[config.mk]
export PLATFORM = sky130hd
export DESIGN_NAME = ordered_list_store_top
export DESIGN_NICKNAME = d
export VERILOG_FILES = /design/src/rtl/ols_pkg.sv /design/src/rtl/ordered_list_store_top.sv /design/src/rtl/ols_ram.sv
export SDC_FILE = /design/constraint.sdc
export NUM_CORES = 1
export LEC_CHECK = 0
export BUFFER_PORTS_ARGS = -buffer_cell sky130_fd_sc_hd__buf_2
export CORE_MARGIN = 5
export CORE_UTILIZATION = 32
export CTS_BUF_LIST = sky130_fd_sc_hd__clkbuf_8
export DETAILED_ROUTE_END_ITERATION = 6
export SYNTH_ARGS = -nofsm -noshare
export SYNTH_HDL_FRONTEND = slang
export SYNTH_HIERARCHICAL = 1
export SYNTH_SLANG_ARGS = --single-unit
[constraint.sdc]
create_clock -name clk -period 6 [get_ports clk]
set_input_delay 0.3 -clock clk [delete_from_list [all_inputs] [get_ports clk]]
set_output_delay 0.3 -clock clk [all_outputs]
set_load 0.01 [all_outputs]
[src/rtl/ols_pkg.sv]
// Package for the ordered list store: sequencer state type, command codes
// and status codes. It depends on nothing else.
package ols_pkg;

    typedef enum logic [2:0] {
        ST_IDLE,
        ST_SEARCH,
        ST_MOVE,
        ST_PUT,
        ST_FRONT,
        ST_FRONT_WAIT,
        ST_DUMP
    } ols_state_t;

    localparam logic [3:0] CMD_PUSH_BACK      = 4'd0;
    localparam logic [3:0] CMD_PUSH_FRONT     = 4'd1;
    localparam logic [3:0] CMD_POP_FRONT      = 4'd2;
    localparam logic [3:0] CMD_POP_BACK       = 4'd3;
    localparam logic [3:0] CMD_DEL_KEY        = 4'd4;
    localparam logic [3:0] CMD_DEL_POS        = 4'd5;
    localparam logic [3:0] CMD_INS_POS        = 4'd6;
    localparam logic [3:0] CMD_INS_BEFORE_KEY = 4'd7;
    localparam logic [3:0] CMD_DUMP           = 4'd8;

    localparam logic [1:0] STAT_DONE    = 2'd0;
    localparam logic [1:0] STAT_IGNORED = 2'd1;
    localparam logic [1:0] STAT_FULL    = 2'd2;

endpackage

[src/rtl/ordered_list_store_top.sv]
// Top level of the ordered list store: command sequencer and datapath.
// It depends on ols_pkg and instantiates ols_ram.
//
// A command beat is taken at a rising edge where start is high and busy is
// low; cmd, value, key and position are sampled then. Every command except
// dump gives one result: status, the front entry (zero when empty) and the
// entry count, with last set. Dump gives one result per entry, front to back,
// with last on the final one; an empty dump gives one ignored result.
// Each result is shown for exactly one cycle with strobe high; the receiver
// cannot stall it, so no result is ever held back.
// All entries live in one RAM with one write and one registered read port,
// and every walk over the list goes through that port one entry per cycle.
// A key search walks the list from the front and stops at the first match,
// a shift moves the entries one at a time, and for every command but dump
// the front entry is read back through the same port. Pop back is the
// shortest command and insert before a key the longest, wherever the key
// is found. After reset the list is empty and busy is low; the RAM contents
// need no clearing because only slots below the count are ever used.
module ordered_list_store_top
    import ols_pkg::*;
#(
    parameter int DEPTH = 16,
    parameter int WIDTH = 32
) (
    input  logic        clk,
    input  logic        rst_n,
    input  logic        start,
    output logic        busy,
    input  logic [3:0]  cmd,
    input  logic [31:0] value,
    input  logic [31:0] key,
    input  logic [7:0]  position,
    output logic        strobe,
    output logic [1:0]  status,
    output logic [31:0] item_value,
    output logic [6:0]  entry_count,
    output logic        last
);

    localparam int AW = $clog2(DEPTH);
    localparam int CW = $clog2(DEPTH + 1);

    ols_state_t state_reg, state_next;

    logic [CW-1:0]    count_reg, count_next;
    logic [WIDTH-1:0] val_reg, val_next;
    logic [WIDTH-1:0] key_reg, key_next;
    logic [1:0]       stat_reg, stat_next;
    logic [AW-1:0]    ptr_reg, ptr_next;
    logic [CW-1:0]    left_reg, left_next;
    logic             pend_reg, pend_next;
    logic [AW-1:0]    dst_reg, dst_next;
    logic [AW-1:0]    idx_reg, idx_next;
    logic [AW-1:0]    ins_reg, ins_next;
    logic             up_reg, up_next;

    logic        strobe_reg, strobe_next;
    logic [1:0]  status_reg, status_next;
    logic [31:0] item_reg, item_next;
    logic [6:0]  cnt_out_reg, cnt_out_next;
    logic        last_reg, last_next;

    logic             ram_we;
    logic [AW-1:0]    ram_waddr;
    logic [WIDTH-1:0] ram_wdata;
    logic [AW-1:0]    ram_raddr;
    logic [WIDTH-1:0] ram_rdata;

    logic [WIDTH-1:0] val_w;
    logic [WIDTH-1:0] key_w;
    logic [31:0]      rd32;
    logic             full;
    logic             empty;
    logic [8:0]       pos9;
    logic [8:0]       cnt9;
    logic             del_pos_ok;
    logic             ins_pos_ok;
    logic             hit;

    generate
        if (WIDTH == 32)
        begin : g_w_eq
            assign val_w = value;
            assign key_w = key;
            assign rd32  = ram_rdata;
        end
        else if (WIDTH > 32)
        begin : g_w_gt
            assign val_w = {{(WIDTH-32){1'b0}}, value};
            assign key_w = {{(WIDTH-32){1'b0}}, key};
            assign rd32  = ram_rdata[31:0];
        end
        else
        begin : g_w_lt
            assign val_w = value[WIDTH-1:0];
            assign key_w = key[WIDTH-1:0];
            assign rd32  = {{(32-WIDTH){1'b0}}, ram_rdata};
        end
    endgenerate

    assign full       = (count_reg == CW'(DEPTH));
    assign empty      = (count_reg == '0);
    assign pos9       = {1'b0, position};
    assign cnt9       = 9'(count_reg);
    assign del_pos_ok = (position != 8'd0) && (pos9 <= cnt9);
    assign ins_pos_ok = (position != 8'd0) && (pos9 <= cnt9 + 9'd1);
    assign hit        = (ram_rdata == key_reg);

    ols_ram #(
        .W (WIDTH),
        .D (DEPTH)
    ) u_ram (
        .clk   (clk),
        .we    (ram_we),
        .waddr (ram_waddr),
        .wdata (ram_wdata),
        .raddr (ram_raddr),
        .rdata (ram_rdata)
    );

    always_comb
    begin
        state_next = state_reg;
        unique case (state_reg)
            ST_IDLE:
            begin
                if (start)
                begin
                    unique case (cmd)
                        CMD_PUSH_BACK:      state_next = full ? ST_FRONT : ST_PUT;
                        CMD_PUSH_FRONT:     state_next = full ? ST_FRONT : ST_MOVE;
                        CMD_POP_FRONT:      state_next = empty ? ST_FRONT : ST_MOVE;
                        CMD_POP_BACK:       state_next = ST_FRONT;
                        CMD_DEL_KEY:        state_next = ST_SEARCH;
                        CMD_DEL_POS:        state_next = del_pos_ok ? ST_MOVE : ST_FRONT;
                        CMD_INS_POS:
                            state_next = (!full && ins_pos_ok) ? ST_MOVE : ST_FRONT;
                        CMD_INS_BEFORE_KEY: state_next = full ? ST_FRONT : ST_SEARCH;
                        CMD_DUMP:           state_next = empty ? ST_FRONT : ST_DUMP;
                        default:            state_next = ST_FRONT;
                    endcase
                end
            end
            ST_SEARCH:
            begin
                if (pend_reg && hit)
                begin
                    state_next = ST_MOVE;
                end
                else if (left_reg == '0)
                begin
                    state_next = ST_FRONT;
                end
            end
            ST_MOVE:
            begin
                if (!pend_reg && left_reg == '0)
                begin
                    state_next = up_reg ? ST_PUT : ST_FRONT;
                end
            end
            ST_PUT:        state_next = ST_FRONT;
            ST_FRONT:      state_next = ST_FRONT_WAIT;
            ST_FRONT_WAIT: state_next = ST_IDLE;
            ST_DUMP:
            begin
                if (pend_reg && left_reg == '0)
                begin
                    state_next = ST_IDLE;
                end
            end
            default:       state_next = ST_IDLE;
        endcase
    end

    always_comb
    begin
        count_next   = count_reg;
        val_next     = val_reg;
        key_next     = key_reg;
        stat_next    = stat_reg;
        ptr_next     = ptr_reg;
        left_next    = left_reg;
        pend_next    = pend_reg;
        dst_next     = dst_reg;
        idx_next     = idx_reg;
        ins_next     = ins_reg;
        up_next      = up_reg;
        strobe_next  = 1'b0;
        status_next  = status_reg;
        item_next    = item_reg;
        cnt_out_next = cnt_out_reg;
        last_next    = last_reg;
        ram_we       = 1'b0;
        ram_waddr    = dst_reg;
        ram_wdata    = ram_rdata;
        ram_raddr    = ptr_reg;

        unique case (state_reg)
            ST_IDLE:
            begin
                if (start)
                begin
                    val_next  = val_w;
                    key_next  = key_w;
                    pend_next = 1'b0;
                    stat_next = STAT_DONE;
                    unique case (cmd)
                        CMD_PUSH_BACK:
                        begin
                            if (full)
                            begin
                                stat_next = STAT_FULL;
                            end
                            else
                            begin
                                ins_next = AW'(count_reg);
                                up_next  = 1'b1;
                            end
                        end
                        CMD_PUSH_FRONT:
                        begin
                            if (full)
                            begin
                                stat_next = STAT_FULL;
                            end
                            else
                            begin
                                ins_next  = '0;
                                left_next = count_reg;
                                ptr_next  = AW'(count_reg - 1'b1);
                                up_next   = 1'b1;
                            end
                        end
                        CMD_POP_FRONT:
                        begin
                            if (empty)
                            begin
                                stat_next = STAT_IGNORED;
                            end
                            else
                            begin
                                ptr_next   = AW'(1);
                                left_next  = CW'(count_reg - 1'b1);
                                up_next    = 1'b0;
                                count_next = CW'(count_reg - 1'b1);
                            end
                        end
                        CMD_POP_BACK:
                        begin
                            if (empty)
                            begin
                                stat_next = STAT_IGNORED;
                            end
                            else
                            begin
                                count_next = CW'(count_reg - 1'b1);
                            end
                        end
                        CMD_DEL_KEY:
                        begin
                            ptr_next  = '0;
                            left_next = count_reg;
                            up_next   = 1'b0;
                        end
                        CMD_DEL_POS:
                        begin
                            if (del_pos_ok)
                            begin
                                ptr_next   = AW'(position);
                                left_next  = CW'(count_reg - CW'(position));
                                up_next    = 1'b0;
                                count_next = CW'(count_reg - 1'b1);
                            end
                            else
                            begin
                                stat_next = STAT_IGNORED;
                            end
                        end
                        CMD_INS_POS:
                        begin
                            if (full)
                            begin
                                stat_next = STAT_FULL;
                            end
                            else if (ins_pos_ok)
                            begin
                                ins_next  = AW'(position - 8'd1);
                                left_next = CW'(count_reg + 1'b1 - CW'(position));
                                ptr_next  = AW'(count_reg - 1'b1);
                                up_next   = 1'b1;
                            end
                            else
                            begin
                                stat_next = STAT_IGNORED;
                            end
                        end
                        CMD_INS_BEFORE_KEY:
                        begin
                            if (full)
                            begin
                                stat_next = STAT_FULL;
                            end
                            else
                            begin
                                ptr_next  = '0;
                                left_next = count_reg;
                                up_next   = 1'b1;
                            end
                        end
                        CMD_DUMP:
                        begin
                            if (empty)
                            begin
                                stat_next = STAT_IGNORED;
                            end
                            else
                            begin
                                ptr_next  = '0;
                                left_next = count_reg;
                            end
                        end
                        default:
                        begin
                            stat_next = STAT_IGNORED;
                        end
                    endcase
                end
            end
            ST_SEARCH:
            begin
                if (pend_reg && hit)
                begin
                    pend_next = 1'b0;
                    if (up_reg)
                    begin
                        ins_next  = idx_reg;
                        left_next = CW'(count_reg - CW'(idx_reg));
                        ptr_next  = AW'(count_reg - 1'b1);
                    end
                    else
                    begin
                        ptr_next   = AW'(idx_reg + 1'b1);
                        left_next  = CW'(count_reg - CW'(idx_reg) - 1'b1);
                        count_next = CW'(count_reg - 1'b1);
                    end
                end
                else if (left_reg != '0)
                begin
                    pend_next = 1'b1;
                    idx_next  = ptr_reg;
                    ptr_next  = AW'(ptr_reg + 1'b1);
                    left_next = CW'(left_reg - 1'b1);
                end
                else
                begin
                    pend_next = 1'b0;
                    stat_next = STAT_IGNORED;
                end
            end
            ST_MOVE:
            begin
                if (pend_reg)
                begin
                    ram_we = 1'b1;
                end
                if (left_reg != '0)
                begin
                    pend_next = 1'b1;
                    dst_next  = up_reg ? AW'(ptr_reg + 1'b1) : AW'(ptr_reg - 1'b1);
                    ptr_next  = up_reg ? AW'(ptr_reg - 1'b1) : AW'(ptr_reg + 1'b1);
                    left_next = CW'(left_reg - 1'b1);
                end
                else
                begin
                    pend_next = 1'b0;
                end
            end
            ST_PUT:
            begin
                ram_we     = 1'b1;
                ram_waddr  = ins_reg;
                ram_wdata  = val_reg;
                count_next = CW'(count_reg + 1'b1);
            end
            ST_FRONT:
            begin
                ram_raddr = '0;
            end
            ST_FRONT_WAIT:
            begin
                strobe_next  = 1'b1;
                status_next  = stat_reg;
                item_next    = empty ? 32'd0 : rd32;
                cnt_out_next = 7'(count_reg);
                last_next    = 1'b1;
            end
            ST_DUMP:
            begin
                if (left_reg != '0)
                begin
                    pend_next = 1'b1;
                    ptr_next  = AW'(ptr_reg + 1'b1);
                    left_next = CW'(left_reg - 1'b1);
                end
                else
                begin
                    pend_next = 1'b0;
                end
                if (pend_reg)
                begin
                    strobe_next  = 1'b1;
                    status_next  = STAT_DONE;
                    item_next    = rd32;
                    cnt_out_next = 7'(count_reg);
                    last_next    = (left_reg == '0);
                end
            end
            default:
            begin
                pend_next = 1'b0;
            end
        endcase
    end

    always_ff @(posedge clk or negedge rst_n)
    begin
        if (!rst_n)
        begin
            state_reg  <= ST_IDLE;
            count_reg  <= '0;
            pend_reg   <= 1'b0;
            strobe_reg <= 1'b0;
        end
        else
        begin
            state_reg  <= state_next;
            count_reg  <= count_next;
            pend_reg   <= pend_next;
            strobe_reg <= strobe_next;
        end
    end

    always_ff @(posedge clk)
    begin
        val_reg     <= val_next;
        key_reg     <= key_next;
        stat_reg    <= stat_next;
        ptr_reg     <= ptr_next;
        left_reg    <= left_next;
        dst_reg     <= dst_next;
        idx_reg     <= idx_next;
        ins_reg     <= ins_next;
        up_reg      <= up_next;
        status_reg  <= status_next;
        item_reg    <= item_next;
        cnt_out_reg <= cnt_out_next;
        last_reg    <= last_next;
    end

    assign busy        = (state_reg != ST_IDLE);
    assign strobe      = strobe_reg;
    assign status      = status_reg;
    assign item_value  = item_reg;
    assign entry_count = cnt_out_reg;
    assign last        = last_reg;

endmodule

[src/rtl/ols_ram.sv]
// Generic single-write, single-read RAM with a registered read port.
// It depends on nothing else.
module ols_ram #(
    parameter int W = 32,
    parameter int D = 16
) (
    input  logic                 clk,
    input  logic                 we,
    input  logic [$clog2(D)-1:0] waddr,
    input  logic [W-1:0]         wdata,
    input  logic [$clog2(D)-1:0] raddr,
    output logic [W-1:0]         rdata
);

    logic [W-1:0] mem [D];

    always_ff @(posedge clk)
    begin
        if (we)
        begin
            mem[waddr] <= wdata;
        end
        rdata <= mem[raddr];
    end

endmodule
==> flow_metrics.py, run 1 <==
metrics = {
    "floorplanning": {
        "die_w_um": 305,
        "row_count": 108,
        "die_area_mm2": 0.0933,
        "io_pins": 123,
        "initial_core_util_pct": 32.2,
        "dieHeight_um": 305,
        "core_mm2": 0.0868,
    },
    "clock_tree": {
        "numCtsBuffers": 110,
        "clock-sinks": 682,
        "clockBufferDepth": 3,
        "cts_hold_buf": 66,
        "h-tree-depth": 3,
        "clk_latency_ns": 0.72,
        "cts-resized-gates": 0,
        "post_cts_buffers": 0,
        "cts-root-buf": "clkbuf_8",
        "cts_tree": "built",
        "clk_pin_slew_ns": 0.06,
    },
    "drt": {
        "wirelength_um": 71400,
        "dr.pass1.iters": 6,
        "wl_met2_um": 33300,
        "routed.top_layer": "met4",
        "vias": 15406,
        "wl_per_cell_um": 23.4,
        "wl_met3_um": 5410,
        "viasPerCell": 5.06,
        "drc": 0,
        "drt_iter0_drc": 1290,
        "wl_met1_um": 31400,
        "drt.antenna.violating_nets": 0,
    },
    "worst_hold_path": {
        "hold_path.class": "in -> reg",
    },
    "place": {
        "port_buffers": 120,
        "pre_cts_slack_ns": 1.97,
        "dpl_cell_area_mm2": 0.0300,
        "detailed_place_hpwl_um": 43200,
        "globalplace.congestion": 0.859,
    },
    "layout": {
        "stdcell_area_mm2": 0.0327,
        "largest_reg_flops": 512,
        "regArea_mm2": 0.0201,
        "multi_input_area_mm2": 0.00747,
        "fill_cells": 8072,
        "syn_to_final_growth_pct": 17.2,
        "utilization_pct": 37.7,
        "drive_above_1_share_pct": 26.7,
        "largest-register": "u_ram/mem",
        "nets": 1899,
    },
    "synthesis": {
        "synth_cells": 1549,
        "synth_flop_cell": "edfxtp_1",
        "async_flop_share_pct": 1.47,
        "avgSynthCellArea_um2": 18.0,
        "synth-edff-count": 640,
        "yosysWarningCount": 6,
        "yosysSeqAreaShare_pct": 72.0,
        "ys_types": 90,
        "synth_top_family_by_area": "multiplexers",
        "yosys.area_share.simple_pct": 5.21,
        "synth_xor_area_share_pct": 2.32,
        "synth_compound_area_share_pct": 5.27,
        "synth_area_mm2": 0.0279,
        "synth-seq-cells": 682,
        "synthAdderAreaFrac_pct": 1.31,
        "synth.area.mux_share_pct": 12.0,
    },
    "setup_path": {
        "critPathMaxFanout": 12,
        "crit_type": "reg -> reg",
        "cp-end-kind": "register",
        "startpoint_type": "register",
        "cp.required_ns": 6.44,
        "crit_arrival_ns": 4.55,
    },
    "power_and_ir_drop": {
        "p_sw_mw": 5.52,
        "pwr-share-clk_pct": 23.8,
        "p_int_mw": 10.5,
        "p_comb_share_pct": 33.0,
        "vdd_ir_drop_max_v": 0.000572,
        "power_density_mw_per_mm2": 491,
        "swShare_pct": 34.4,
        "p_leak_nw": 10.9,
        "power.share.sequential_pct": 43.3,
        "p_total_mw": 16.1,
    },
    "sta": {
        "max_slew.worst_pin.slew_ns": 1.37,
        "grt_setup_unrepaired": "false",
        "slew_viol_final": 0,
        "clock_skew_ns": 0.0488,
        "relSlewSlack_pct": 8.23,
        "hold_viol_final": 0,
        "max_freq_mhz": 243,
        "layout_min_cycle_time_ns": 4.12,
        "setup_violations": 0,
        "setup_slack_ns": 1.88,
        "finalCritPeriodShare_pct": 68.7,
        "tns_ns": 0,
    },
    "global_route": {
        "gr-total-overflow": 0,
        "antenna_found_initial": 7,
        "grt_pass1_wl_um": 105000,
        "grt_pass1_vias": 16007,
        "grt_max_degree": 108,
        "grt_use_total_pct": 15.0,
    },
    "job": {
        "drv_cap": 0,
    },
    "run_status": {
        "status": "completed",
    },
}
layer usage:
metal / up-vias / track usage (%)
li1: 6703 / -
met1: 7996 / 21.4
met2: 610 / 23.5
met3: 97 / 3.33
met4: 0 / 3.77
met5: - / 0
area by class of cell:
type / count / area share, %
sequential: 682 / 61.4
clock buffer: 116 / 4.88
multi-input combinational: 754 / 22.8
tap: 1155 / 4.41
antenna: 1 / 0.00764
timing repair buffer: 213 / 4.51
inverter: 31 / 0.359
clock inverter: 92 / 1.59
synth_stat cells, drive strengths merged, types with 4 or more instances:
| cell | count | share of area (%) |
|---|---|---|
| a211oi | 6 | 0.20 |
| a21boi | 4 | 0.11 |
| a21o | 8 | 0.22 |
| a21oi | 36 | 0.65 |
| a221oi | 4 | 0.15 |
| a22oi | 67 | 1.8 |
| a31oi | 4 | 0.090 |
| and2 | 38 | 0.86 |
| and3 | 4 | 0.11 |
| buf | 44 | 0.90 |
| clkbuf | 39 | 0.53 |
| dfrtp | 10 | 0.90 |
| dfxtp | 32 | 2.3 |
| edfxtp | 640 | 69 |
| ha | 26 | 1.2 |
| inv | 30 | 0.40 |
| mux2 | 37 | 1.5 |
| mux2i | 6 | 0.22 |
| mux4 | 128 | 10 |
| nand2 | 77 | 1.0 |
| nand2b | 8 | 0.18 |
| nand3 | 12 | 0.23 |
| nand4 | 8 | 0.20 |
| nor2 | 62 | 0.86 |
| nor2b | 13 | 0.32 |
| nor3 | 23 | 0.47 |
| nor3b | 4 | 0.14 |
| nor4 | 9 | 0.22 |
| o211ai | 5 | 0.13 |
| o21ai | 27 | 0.50 |
| o221ai | 4 | 0.13 |
| o22ai | 7 | 0.21 |
| or2 | 5 | 0.12 |
| or3 | 4 | 0.090 |
| xnor2 | 56 | 1.8 |
| xor2 | 17 | 0.53 |
per-stage QoR:
stage	hold WS [ns]	instances
floorplan	0.00441	1550
global placement	0.208	2769
detailed placement	0.210	2769
CTS	0.0289	3043
global route	0.0725	3044
finish	0.101	3044
logic make-up (layout without fill, tap and decap cells):
kind of cell,after synthesis,after routing
AOI/OAI and AO/OA,205,205
xor gates and xnor gates,73,73
adders and majority gates,28,28
buffers and inverters,114,452
DFF,682,682
muxes,171,171
other,1,3
and+or+nand+nor,275,275
power by group through the flow:
stage	logic [mW]	registers (mW)	clock network, mW
floorplan	3.87	6.75	0
global placement	5.23	7.06	0
detailed placement	5.33	7.05	0
CTS	5.38	6.96	3.91
global route	5.81	7.01	4.15
finish	5.30	6.95	3.82
critical path, stage by stage (launching register included):
cell and delay, ns:
dfrtp_1 0.69, clkinv_1 0.53, ha_1 0.55, inv_1 0.12, ha_1 0.31, nand4_1 0.09, nor3_1 0.07, o31ai_1 0.38
o21ai_1 0.14, o21ai_2 0.37, a211oi_2 0.15, o32a_1 0.41
path summary, 6_finish.rpt:
path	startpoint	to	slack (ns)	cells after the start
min in group asynchronous	rst_n	count_reg[0]	0.68	3
hold / removal	start	state_reg[1]	0.10	3
hold reg to reg	stat_reg[0]	status[0]	0.56	1
setup reg to reg	count_reg[0]	ptr_reg[0]	1.88	11
setup / recovery	count_reg[0]	ptr_reg[0]	1.88	11
max in group asynchronous	rst_n	state_reg[0]	4.90	3
placed cells by master (no fill, tap or decap), types with 10 or more instances in the layout:
cell type	instances
a21oi_1	36
nor3_1	16
nor2b_1	10
clkinv_1	32
edfxtp_1	640
xnor2_1	55
o21ai_0	24
dlygate4sd3_1	66
nand3_1	11
and2_1	37
clkbuf_8	116
dfxtp_1	32
nor2_4	16
mux4_2	128
buf_2	120
nor2_1	46
ha_1	26
mux2_2	37
inv_1	67
xor2_1	17
clkinv_2	12
nand2_1	74
dfrtp_1	10
buf_4	26
a22oi_1	67
Power figures use the tool's default switching activity.
==> run 2: changes to the inputs <==
- clock period: 6 -> 3.7 ns (I/O delays scaled with it)
==> run 2 against run 1 <==
Effect of this change:
- setup slack got worse by 1.6 ns
- clock power increased by 73%
- sequential share of layout area decreased by 1.3 points
- utilization increased by 0.78 points
- via count increased by 0.62%
- largest power group unchanged
==> flow_metrics.py, run 2 (synthesized netlist as in run 1, its figures left out) <==
metrics = {
    "global_route": {
        "grt_max_degree": 65,
        "grt_pass1_vias": 16109,
        "grt_use_total_pct": 15.3,
        "gr-total-overflow": 0,
        "antenna_found_initial": 2,
        "grt_pass1_wl_um": 107000,
    },
    "layout": {
        "largest_reg_flops": 512,
        "final_cells": 3078,
        "drive_above_1_share_pct": 28.9,
        "fill_cells": 7917,
        "regArea_mm2": 0.0201,
        "multi_input_area_mm2": 0.00750,
        "largest-register": "u_ram/mem",
        "final_cell_mix": "640 x edfxtp_1, 129 x clkbuf_8, 128 x mux4_2",
        "syn_to_final_growth_pct": 19.7,
        "nets": 1937,
        "layout_commonest_cell": "edfxtp_1",
        "utilization_pct": 38.5,
        "stdcell_area_mm2": 0.0334,
    },
    "sta": {
        "max_freq_mhz": 296,
        "grt_setup_unrepaired": "false",
        "relSlewSlack_pct": 37.6,
        "hold_viol_final": 0,
        "finalCritPeriodShare_pct": 91.4,
        "setup_violations": 0,
        "max_slew.worst_pin.slew_ns": 0.933,
        "setup_slack_ns": 0.316,
        "layout_min_cycle_time_ns": 3.38,
        "slew_viol_final": 0,
        "hold_ws_ns": 0.146,
        "tns_ns": 0,
        "clock_skew_ns": 0.0385,
    },
    "place": {
        "port_buffers": 120,
        "detailed_place_hpwl_um": 44900,
        "pre_cts_slack_ns": 0.362,
        "dpl_cell_area_mm2": 0.0305,
        "place_inst": 2806,
        "globalplace.congestion": 0.885,
    },
    "drt": {
        "wirelength_um": 72900,
        "drt_iter0_drc": 1285,
        "viasPerCell": 5.04,
        "vias": 15502,
        "drc": 0,
        "wl_per_cell_um": 23.7,
        "dr.pass1.iters": 5,
        "drt.antenna.violating_nets": 0,
    },
    "power_and_ir_drop": {
        "p_total_mw": 26.9,
        "p_leak_nw": 11.2,
        "power_density_mw_per_mm2": 804,
        "vdd_ir_drop_max_v": 0.000432,
    },
    "clock_tree": {
        "cts_tree": "built",
        "clk_latency_ns": 0.73,
        "clock-sinks": 682,
        "clk_pin_slew_ns": 0.06,
        "h-tree-depth": 3,
        "numCtsBuffers": 110,
        "post_cts_buffers": 0,
        "cts-root-buf": "clkbuf_8",
        "clockBufferDepth": 3,
    },
    "setup_path": {
        "crit_arrival_ns": 3.84,
        "crit_type": "reg -> reg",
        "cp.depth": 11,
        "cp-end-kind": "register",
        "startpoint_type": "register",
        "max_stage_delay_ns": 0.63,
        "r2r_cells": 11,
        "cp_cell_sequence": "inv_1, ha_1, inv_1, ha_1, nand4_1, nor3_1, o31ai_1, o21ai_1, o21ai_2, a211oi_2, o32a_1",
        "cp_num_buf_inv": 2,
        "cp.required_ns": 4.15,
        "cp_slowest_cell": "dfrtp_1",
        "critPathMaxFanout": 10,
        "cp_top_family": "compound AO/OA/AOI/OAI gates",
    },
    "floorplanning": {
        "row_count": 108,
        "dieHeight_um": 305,
        "die_w_um": 305,
        "core_mm2": 0.0868,
        "initial_core_util_pct": 32.2,
        "die_area_mm2": 0.0933,
        "io_pins": 123,
    },
    "job": {
        "drv_cap": 0,
    },
    "run_status": {
        "status": "completed",
    },
    "worst_hold_path": {
        "worstHoldPathCells": 3,
        "hold_path.class": "in -> reg",
    },
}
run 2: power by group:
part | leakage, nW | internal (mW) | switching (mW)
Combinational | 3.73 | 3.80 | 5.38
Sequential | 6.20 | 10.4 | 0.691
Clock | 1.32 | 3.56 | 3.03
run 2: layer usage:
layer | track usage [%] | routed length [µm] | up-vias
met5 | 0 | 0 | -
met4 | 4.14 | 1830 | 0
met3 | 2.73 | 4880 | 125
met2 | 24.3 | 34000 | 583
met1 | 21.9 | 32200 | 8025
li1 | - | - | 6769
run 2: worst paths after layout:
kind | start | endpoint | slack (ns)
min in group asynchronous | rst_n | state_reg[0] | 0.58
hold / removal | position[1] | ptr_reg[1] | 0.15
max in group asynchronous | rst_n | count_reg[4] | 2.70
setup / recovery | count_reg[1] | ptr_reg[0] | 0.32
hold reg to reg | stat_reg[0] | status[0] | 0.55
setup reg to reg | count_reg[1] | ptr_reg[0] | 0.32
run 2: area by class of cell:
cell class / count / share of cell area (%)
flip-flops and latches: 682 / 60.2
multi-input cells: 754 / 22.4
repair buffers: 251 / 5.88
clock buffers: 129 / 5.31
well taps: 1155 / 4.32
clock inverters: 75 / 1.53
inverters: 31 / 0.352
diodes: 1 / 0.00749
run 2: what timing repair did:
action / 4_1_cts / 5_1_grt
resized for setup: 0 / 0
hold endpoints to repair: 77 / 0
hold buffers: 67 / 0
run 2: worst register-to-register path, delay by kind of cell, from the launching register on:
kind | cells | cell delay [ns]
flip-flops | 1 | 0.63
AND/OR/NAND/NOR | 2 | 0.16
buffers and inverters | 2 | 0.27
AO/OA/AOI/OAI | 5 | 1.37
adder cells (fa/ha/maj) | 2 | 0.70
